$ cat config.mk
export PLATFORM = sky130hd
export DESIGN_NAME = linear_fade_out_core
export DESIGN_NICKNAME = d
export VERILOG_FILES = /design/src/hw/rtl/lfo_pkg.sv /design/src/hw/rtl/linear_fade_out_core.sv
export SDC_FILE = /design/constraint.sdc
export NUM_CORES = 2
export LEC_CHECK = 0
export BUFFER_PORTS_ARGS = -buffer_cell sky130_fd_sc_hd__buf_4
export CAP_MARGIN = 20
export CORE_ASPECT_RATIO = 1.75
export CORE_MARGIN = 3
export CORE_UTILIZATION = 30
export CTS_CLUSTER_DIAMETER = 50
export CTS_CLUSTER_SIZE = 12
export DETAILED_ROUTE_END_ITERATION = 8
export GPL_TIMING_DRIVEN = 0
export MAX_ROUTING_LAYER = met4
export PLACE_DENSITY = 0.58
export SYNTH_ARGS = -nofsm -noshare
export SYNTH_HDL_FRONTEND = slang
export SYNTH_SLANG_ARGS = --single-unit
export TNS_END_PERCENT = 50
$ cat constraint.sdc
create_clock -name clk_i -period 7.01 [get_ports clk_i]
set_clock_uncertainty 0.05 [all_clocks]
set_input_delay 0.701 -clock clk_i [delete_from_list [all_inputs] [get_ports clk_i]]
set_output_delay 0.701 -clock clk_i [all_outputs]
set_load 0.005 [all_outputs]
$ cat src/hw/rtl/lfo_pkg.sv
`timescale 1ns / 1ps

package lfo_pkg;

  localparam int unsigned SampleW = 16;
  localparam int unsigned MsW     = 16;
  localparam int unsigned RateW   = 18;
  localparam int unsigned ChanW   = 4;
  localparam int unsigned CntW    = 27;
  localparam int unsigned CfgIdxW = 2;

  // shared multiplier operand widths
  localparam int unsigned MulAW   = 20;
  localparam int unsigned MulBW   = CntW;
  localparam int unsigned ProdW   = MulAW + MulBW;

  // shared divider: dividend holds mag*remaining or chan*ms*rate
  localparam int unsigned DvdW    = 44;
  localparam int unsigned DivCntW = 6;
  localparam logic [DivCntW-1:0] DivLastStep = DivCntW'(DvdW - 1);

  localparam logic [CntW-1:0] MsPerSec = CntW'(1000);

  localparam logic [RateW-1:0] SampleRateRst   = RateW'(44100);
  localparam logic [ChanW-1:0] ChannelCountRst = ChanW'(2);

  typedef enum logic [CfgIdxW-1:0] {
    REG_SAMPLE_RATE   = 2'd0,
    REG_CHANNEL_COUNT = 2'd1
  } cfg_reg_e;

  typedef enum logic {
    OP_SAMPLE = 1'b0,
    OP_FADE   = 1'b1
  } opcode_e;

  typedef enum logic [4:0] {
    ST_IDLE = 5'b00001,
    ST_MUL1 = 5'b00010,
    ST_MUL2 = 5'b00100,
    ST_DIV  = 5'b01000,
    ST_FIN  = 5'b10000
  } state_e;

endpackage

$ cat src/hw/rtl/linear_fade_out_core.sv
`timescale 1ns / 1ps

// Channel  Direction  Handshake                Payload
// in       input      in_valid_i / in_stall_o  opcode_i, sample_in_i, fade_ms_i
// out      output     out_valid_o / out_stall_i sample_out_o, faded_out_o
// cfg      input      cfg_valid_i / cfg_ready_o cfg_index_i, cfg_data_i
//
// A pass-through or zeroed sample is answered in the cycle after its request.
// A scaled sample takes one pass of the 20x27 multiplier (ST_MUL2), 44 restoring divide
// steps (ST_DIV) and a final step (ST_FIN) that registers the result.
// A start-fade request adds a second multiplier pass (ST_MUL1) before ST_MUL2.
// rst_ni clears the state and loads the register defaults. A stalled result holds
// in the output register and stalls the input; a finished sample division waits for it.

module linear_fade_out_core
  import lfo_pkg::*;
(
  input  logic                      clk_i,
  input  logic                      rst_ni,

  input  logic                      in_valid_i,
  output logic                      in_stall_o,
  input  logic                      opcode_i,
  input  logic signed [SampleW-1:0] sample_in_i,
  input  logic        [MsW-1:0]     fade_ms_i,

  output logic                      out_valid_o,
  input  logic                      out_stall_i,
  output logic signed [SampleW-1:0] sample_out_o,
  output logic                      faded_out_o,

  input  logic                      cfg_valid_i,
  output logic                      cfg_ready_o,
  input  logic        [CfgIdxW-1:0] cfg_index_i,
  input  logic        [RateW-1:0]   cfg_data_i
);

  state_e state_q, state_d;

  logic [RateW-1:0] sample_rate_q, sample_rate_d;
  logic [ChanW-1:0] channel_count_q, channel_count_d;
  logic             fading_q, fading_d;
  logic [CntW-1:0]  total_q, total_d;
  logic [CntW-1:0]  remaining_q, remaining_d;
  logic             out_valid_q, out_valid_d;

  logic                      is_fade_q, is_fade_d;
  logic                      neg_q, neg_d;
  logic [MulAW-1:0]          mul_a_q, mul_a_d;
  logic [MulBW-1:0]          mul_b_q, mul_b_d;
  logic [DvdW-1:0]           dvd_q, dvd_d;
  logic [CntW-1:0]           dsr_q, dsr_d;
  logic [CntW-1:0]           rem_q, rem_d;
  logic [DivCntW-1:0]        cnt_q, cnt_d;
  logic signed [SampleW-1:0] sample_out_q, sample_out_d;
  logic                      faded_q, faded_d;

  logic [ProdW-1:0]  prod;
  logic [CntW:0]     trial;
  logic [CntW:0]     diff;
  logic              out_free;
  logic              in_accept;
  logic [SampleW:0]  mag;
  logic [SampleW:0]  quot;

  assign prod     = mul_a_q * mul_b_q;
  assign trial    = {rem_q, dvd_q[DvdW-1]};
  assign diff     = trial - {1'b0, dsr_q};
  assign out_free = !out_valid_q || !out_stall_i;

  assign in_stall_o  = (state_q != ST_IDLE) || !out_free;
  assign in_accept   = in_valid_i && !in_stall_o;
  assign cfg_ready_o = 1'b1;

  assign mag  = sample_in_i[SampleW-1] ? ((SampleW+1)'(0) - {1'b1, sample_in_i})
                                       : {1'b0, sample_in_i};
  assign quot = dvd_q[SampleW:0];

  always_comb begin
    state_d         = state_q;
    sample_rate_d   = sample_rate_q;
    channel_count_d = channel_count_q;
    fading_d        = fading_q;
    total_d         = total_q;
    remaining_d     = remaining_q;
    out_valid_d     = out_valid_q && out_stall_i;
    is_fade_d       = is_fade_q;
    neg_d           = neg_q;
    mul_a_d         = mul_a_q;
    mul_b_d         = mul_b_q;
    dvd_d           = dvd_q;
    dsr_d           = dsr_q;
    rem_d           = rem_q;
    cnt_d           = cnt_q;
    sample_out_d    = sample_out_q;
    faded_d         = faded_q;

    if (cfg_valid_i && cfg_ready_o) begin
      case (cfg_index_i)
        REG_SAMPLE_RATE:   sample_rate_d   = cfg_data_i;
        REG_CHANNEL_COUNT: channel_count_d = cfg_data_i[ChanW-1:0];
        default: ;
      endcase
    end

    case (state_q)
      ST_IDLE: begin
        if (in_accept) begin
          if (opcode_i == OP_FADE) begin
            is_fade_d = 1'b1;
            mul_a_d   = MulAW'(fade_ms_i);
            mul_b_d   = MulBW'(channel_count_q);
            dsr_d     = MsPerSec;
            state_d   = ST_MUL1;
          end else if (!fading_q) begin
            sample_out_d = sample_in_i;
            faded_d      = 1'b0;
            out_valid_d  = 1'b1;
          end else if (remaining_q == '0 || total_q == '0) begin
            remaining_d  = '0;
            sample_out_d = '0;
            faded_d      = 1'b1;
            out_valid_d  = 1'b1;
          end else begin
            is_fade_d = 1'b0;
            neg_d     = sample_in_i[SampleW-1];
            mul_a_d   = MulAW'(mag);
            mul_b_d   = remaining_q;
            dsr_d     = total_q;
            state_d   = ST_MUL2;
          end
        end
      end
      ST_MUL1: begin
        // channels * ms fits 20 bits; next pass multiplies by the rate
        mul_a_d = prod[MulAW-1:0];
        mul_b_d = MulBW'(sample_rate_q);
        state_d = ST_MUL2;
      end
      ST_MUL2: begin
        dvd_d   = prod[DvdW-1:0];
        rem_d   = '0;
        cnt_d   = '0;
        state_d = ST_DIV;
      end
      ST_DIV: begin
        if (!diff[CntW]) begin
          rem_d = diff[CntW-1:0];
        end else begin
          rem_d = trial[CntW-1:0];
        end
        dvd_d = {dvd_q[DvdW-2:0], !diff[CntW]};
        cnt_d = cnt_q + DivCntW'(1);
        if (cnt_q == DivLastStep) begin
          state_d = ST_FIN;
        end
      end
      ST_FIN: begin
        if (is_fade_q) begin
          // saturate the fade length to the counter width
          if (|dvd_q[DvdW-1:CntW]) begin
            total_d     = '1;
            remaining_d = '1;
          end else begin
            total_d     = dvd_q[CntW-1:0];
            remaining_d = dvd_q[CntW-1:0];
          end
          fading_d = 1'b1;
          state_d  = ST_IDLE;
        end else if (out_free) begin
          sample_out_d = neg_q ? SampleW'((SampleW+1)'(0) - quot) : quot[SampleW-1:0];
          faded_d      = 1'b0;
          out_valid_d  = 1'b1;
          remaining_d  = remaining_q - CntW'(1);
          state_d      = ST_IDLE;
        end
      end
      default: state_d = ST_IDLE;
    endcase
  end

  always_ff @(posedge clk_i or negedge rst_ni) begin
    if (!rst_ni) begin
      state_q         <= ST_IDLE;
      sample_rate_q   <= SampleRateRst;
      channel_count_q <= ChannelCountRst;
      fading_q        <= 1'b0;
      total_q         <= '0;
      remaining_q     <= '0;
      out_valid_q     <= 1'b0;
    end else begin
      state_q         <= state_d;
      sample_rate_q   <= sample_rate_d;
      channel_count_q <= channel_count_d;
      fading_q        <= fading_d;
      total_q         <= total_d;
      remaining_q     <= remaining_d;
      out_valid_q     <= out_valid_d;
    end
  end

  always_ff @(posedge clk_i) begin
    is_fade_q    <= is_fade_d;
    neg_q        <= neg_d;
    mul_a_q      <= mul_a_d;
    mul_b_q      <= mul_b_d;
    dvd_q        <= dvd_d;
    dsr_q        <= dsr_d;
    rem_q        <= rem_d;
    cnt_q        <= cnt_d;
    sample_out_q <= sample_out_d;
    faded_q      <= faded_d;
  end

  assign out_valid_o  = out_valid_q;
  assign sample_out_o = sample_out_q;
  assign faded_out_o  = faded_q;

endmodule

==> results.tsv <==
stage	metric	value	unit
cts	H-Tree Depth	1	
timing	Worst-Margin Slew	1.10	ns
final_layout	FF+latch area	7190	µm²
cts	CTS tree	done	
final_layout	post-layout util	35.9	%
timing	Hold Fails Final Rpt	0	
placement	Final GP Congestion	0.978	
critical_path	WP data required	7.25	ns
cts	CTS buffer count	28	
hold_path	Min-Delay Path Class	input pin to asynchronous set/reset pin	
critical_path	critical path fanouts, max	4	
synth	cells after synthesis	3316	
synth	largest cells by area after synthesis	fa_1, edfxtp_1, ha_1	
timing	Final Max Tran Viols	0	
run_status	violated checks	negative setup slack	
critical_path	reg-to-reg slack, setup	-0.02	ns
timing	period utilization	100	%
critical_path	CP delay by family, top	adder cells	
floorplan	die height	428	µm
critical_path	crit path launch	mul_a_q[9]	
global_routing	vias in the first global route	26900	
final_layout	Fillers	10300	
timing	fmax	142	MHz
route	initial DRC count	1376	
final_layout	share of cells above drive strength 1	16.1	%
route	WL final	109	mm
floorplan	core area	101000	µm²
synth	sequential share of the synthesized area	23.5	%
global_routing	initial antenna violation count	2	
synth	Synth async-reset ratio	32.8	%
route	Vias/cell	5.08	
synth	Post-synth EDFFs	170	
critical_path	R2R Path Start	mul_a_q[9]	
placement	Post-DP HPWL	88.2	mm
floorplan	initial core utilization	30.3	%
synth	Post-Syn Area per Cell	9.22	µm²
global_routing	largest net degree at the start of global routing	45	
floorplan	Die X	247	µm
critical_path	CP arrival	7.26	ns
timing	final setup vio count	1	
critical_path	slowest stage cell, crit path	fa_1	
critical_path	WS Path Type	flip-flop to flip-flop	
synth	synth warn	0	
route	first-pass detailed-route iteration total	5	
cts	Worst-Skew Late Latency	0.62	ns
floorplan	num ports	78	
route	detailed-route via count	24800	
critical_path	crit path buf inv count	7	
timing	Worst Slack Setup Final	-0.0169	ns
synth	Synth top area share	29.1	%
synth	#FFs+latches synth	253	
global_routing	Congestion Overflow GR	0	
global_routing	GRT Resource Usage Total	21.4	%
final_layout	nets@finish	4211	
timing	Slew headroom	26.9	%
global_routing	global-route wire length before repair	164	mm
synth	Post-Syn Area	30600	µm²
final_layout	Area growth, synth to finish	18.7	%
run_status	outcome	complete, but fails checks	
synth	dominant synthesized flop cell	edfxtp_1	
cts	Worst-path clk slew	0.07	ns
synth	Synth area leader	fa_1	
floorplan	die area	106000	µm²
route	Avg WL per Cell	22.3	µm
placement	IO buf count	76	
synth	Mapped Nets	3987	
route	post-route ant nets	0	
cts	Clock Sinks	253	
route	DRC	0	
critical_path	CP endpoint kind	flip-flop	
floorplan	num rows	154	
timing	post-route minimum period	7.03	ns
timing	RSZ-0062 raised after global routing	yes	
critical_path	Critical Path Source Type	flip-flop	
synth	Distinct cells, synth	79	
critical_path	critical path's largest stage delay	0.58	ns
flow_run	Max Cap Violations	0	
critical_path	most frequent CP cell	fa_1	
cts	clock root cell	clkbuf_16	
cts	Hold-fix buffers, CTS	0	
cts	clock buffer depth	3	
final_layout	multi-input gate area in the final layout	21500	µm²
worst reg2reg max path: cells and delay by family (launching register included):
| family | cells | cell delay, ns |
|---|---|---|
| simple gates | 5 | 0.81 |
| fa+ha+maj | 8 | 3.86 |
| buf+inv | 7 | 0.62 |
| flops | 1 | 0.44 |
| compound gates | 4 | 0.76 |
| xor+xnor | 1 | 0.17 |
worst paths after layout:
check	end	depth (start not counted)
max reg2reg	dvd_q[43]	25
min reg2reg	total_q[5]	2
max in group asynchronous	total_q[23]	2
min in group clk_i	is_fade_q	1
max	dvd_q[43]	25
min	sample_rate_q[1]	1
timing repair:
item                       CTS  global route
pin swaps                   75           104
setup buffers               84            35
setup endpoints to repair   40            24
cloned                       1             0
hold endpoints to repair     0             0
gates resized for setup    283           184
layout make-up:
type,instances,area share (%)
multi-input cells,2335,59.2
flip-flops and latches,253,19.8
inverters,553,5.75
repair buffers,204,5.05
well taps,1326,4.57
plain buffers,165,3.24
clock buffers,45,2.16
clock inverters,7,0.176
diodes,4,0.0276
layer usage:
| metal | vias to the layer above | GRT usage, % | routed length (µm) |
|---|---|---|---|
| met4 | 0 | 17.4 | 11900 |
| met2 | 902 | 39.5 | 58600 |
| met3 | 496 | 2.55 | 4940 |
| li1 | 11000 | - | - |
| met1 | 12500 | 19.4 | 33800 |
| met5 | - | - | 0 |
stage by stage:
stage / setup WS [ns] / cells / instance area (µm²) / hold WS (ns) / TNS [ns]
floorplan: 0.208 / 3316 / 30600 / 0.355 / 0
global placement: -1.69 / 4718 / 32800 / 0.428 / -85.60
detailed placement: -1.68 / 4728 / 33000 / 0.429 / -33.29
CTS: -0.0808 / 4856 / 35500 / 0.0752 / -0.273
global route: -0.186 / 4890 / 36300 / 0.107 / -1.03
finish: -0.0169 / 4892 / 36300 / 0.0813 / -0.0169
kinds of logic after synthesis:
family	after synthesis	share of synthesized area, %
AO/OA/AOI/OAI	479	9.59
XOR/XNOR	102	2.92
adder cells (fa/ha/maj)	613	36.0
buffers and inverters	728	9.06
flip-flops	253	23.5
multiplexers	33	1.18
other	1	0.0123
AND/OR/NAND/NOR	1107	17.7
synthesized netlist by cell type, types with 11 or more instances:
master and number:
inv_1 552, nand2_1 503, fa_1 445, and2_1 256
o21ai_0 186, edfxtp_1 170, ha_1 168, clkbuf_1 158
nor2_1 126, a21oi_1 111, dfrtp_1 75, xnor2_1 57
xor2_1 45, a21o_1 44, nand3_1 42, nor2b_1 34
nand3b_1 31, mux2_2 24, a31oi_1 21, nor3_1 21
and3_1 16, o21bai_1 16, o31ai_1 16, nor4_1 13
o21a_1 13, nand4_1 11
cells in the final DEF (no fill, tap or decap), types with 17 or more instances in the layout:
cell / Yosys / routed
nand3b_1: 31 / 31
a21o_1: 44 / 43
xor2_1: 45 / 44
xnor2_1: 57 / 54
nand3_1: 42 / 41
a31oi_1: 21 / 20
mux2_2: 24 / 24
o21ai_0: 186 / 171
buf_6: 1 / 31
and2_1: 256 / 238
clkbuf_2: 1 / 30
buf_4: 7 / 172
nand2_1: 503 / 488
ha_1: 168 / 143
dfrtp_1: 75 / 75
ha_4: 0 / 20
nor3_1: 21 / 17
buf_12: 0 / 20
clkbuf_4: 0 / 20
and2_4: 0 / 18
a21oi_1: 111 / 95
nor2b_1: 34 / 34
inv_1: 552 / 521
edfxtp_1: 170 / 170
clkbuf_16: 0 / 35
fa_1: 445 / 420
fa_2: 0 / 25
clkbuf_1: 158 / 79
nor2_1: 126 / 119
inv_2: 0 / 29
state kept, by name (all words and copies together), names as in the netlist, 16 cells and up:
signal and cells:
dvd_q 44, dsr_q 27, mul_b_q 27, rem_q 27, remaining_q 27, total_q 27, mul_a_q 20, sample_rate_q 18
sample_out_o 16
Power is not shown: default switching activity piles up to over one toggle a cycle in this logic, so the estimate is an artifact.
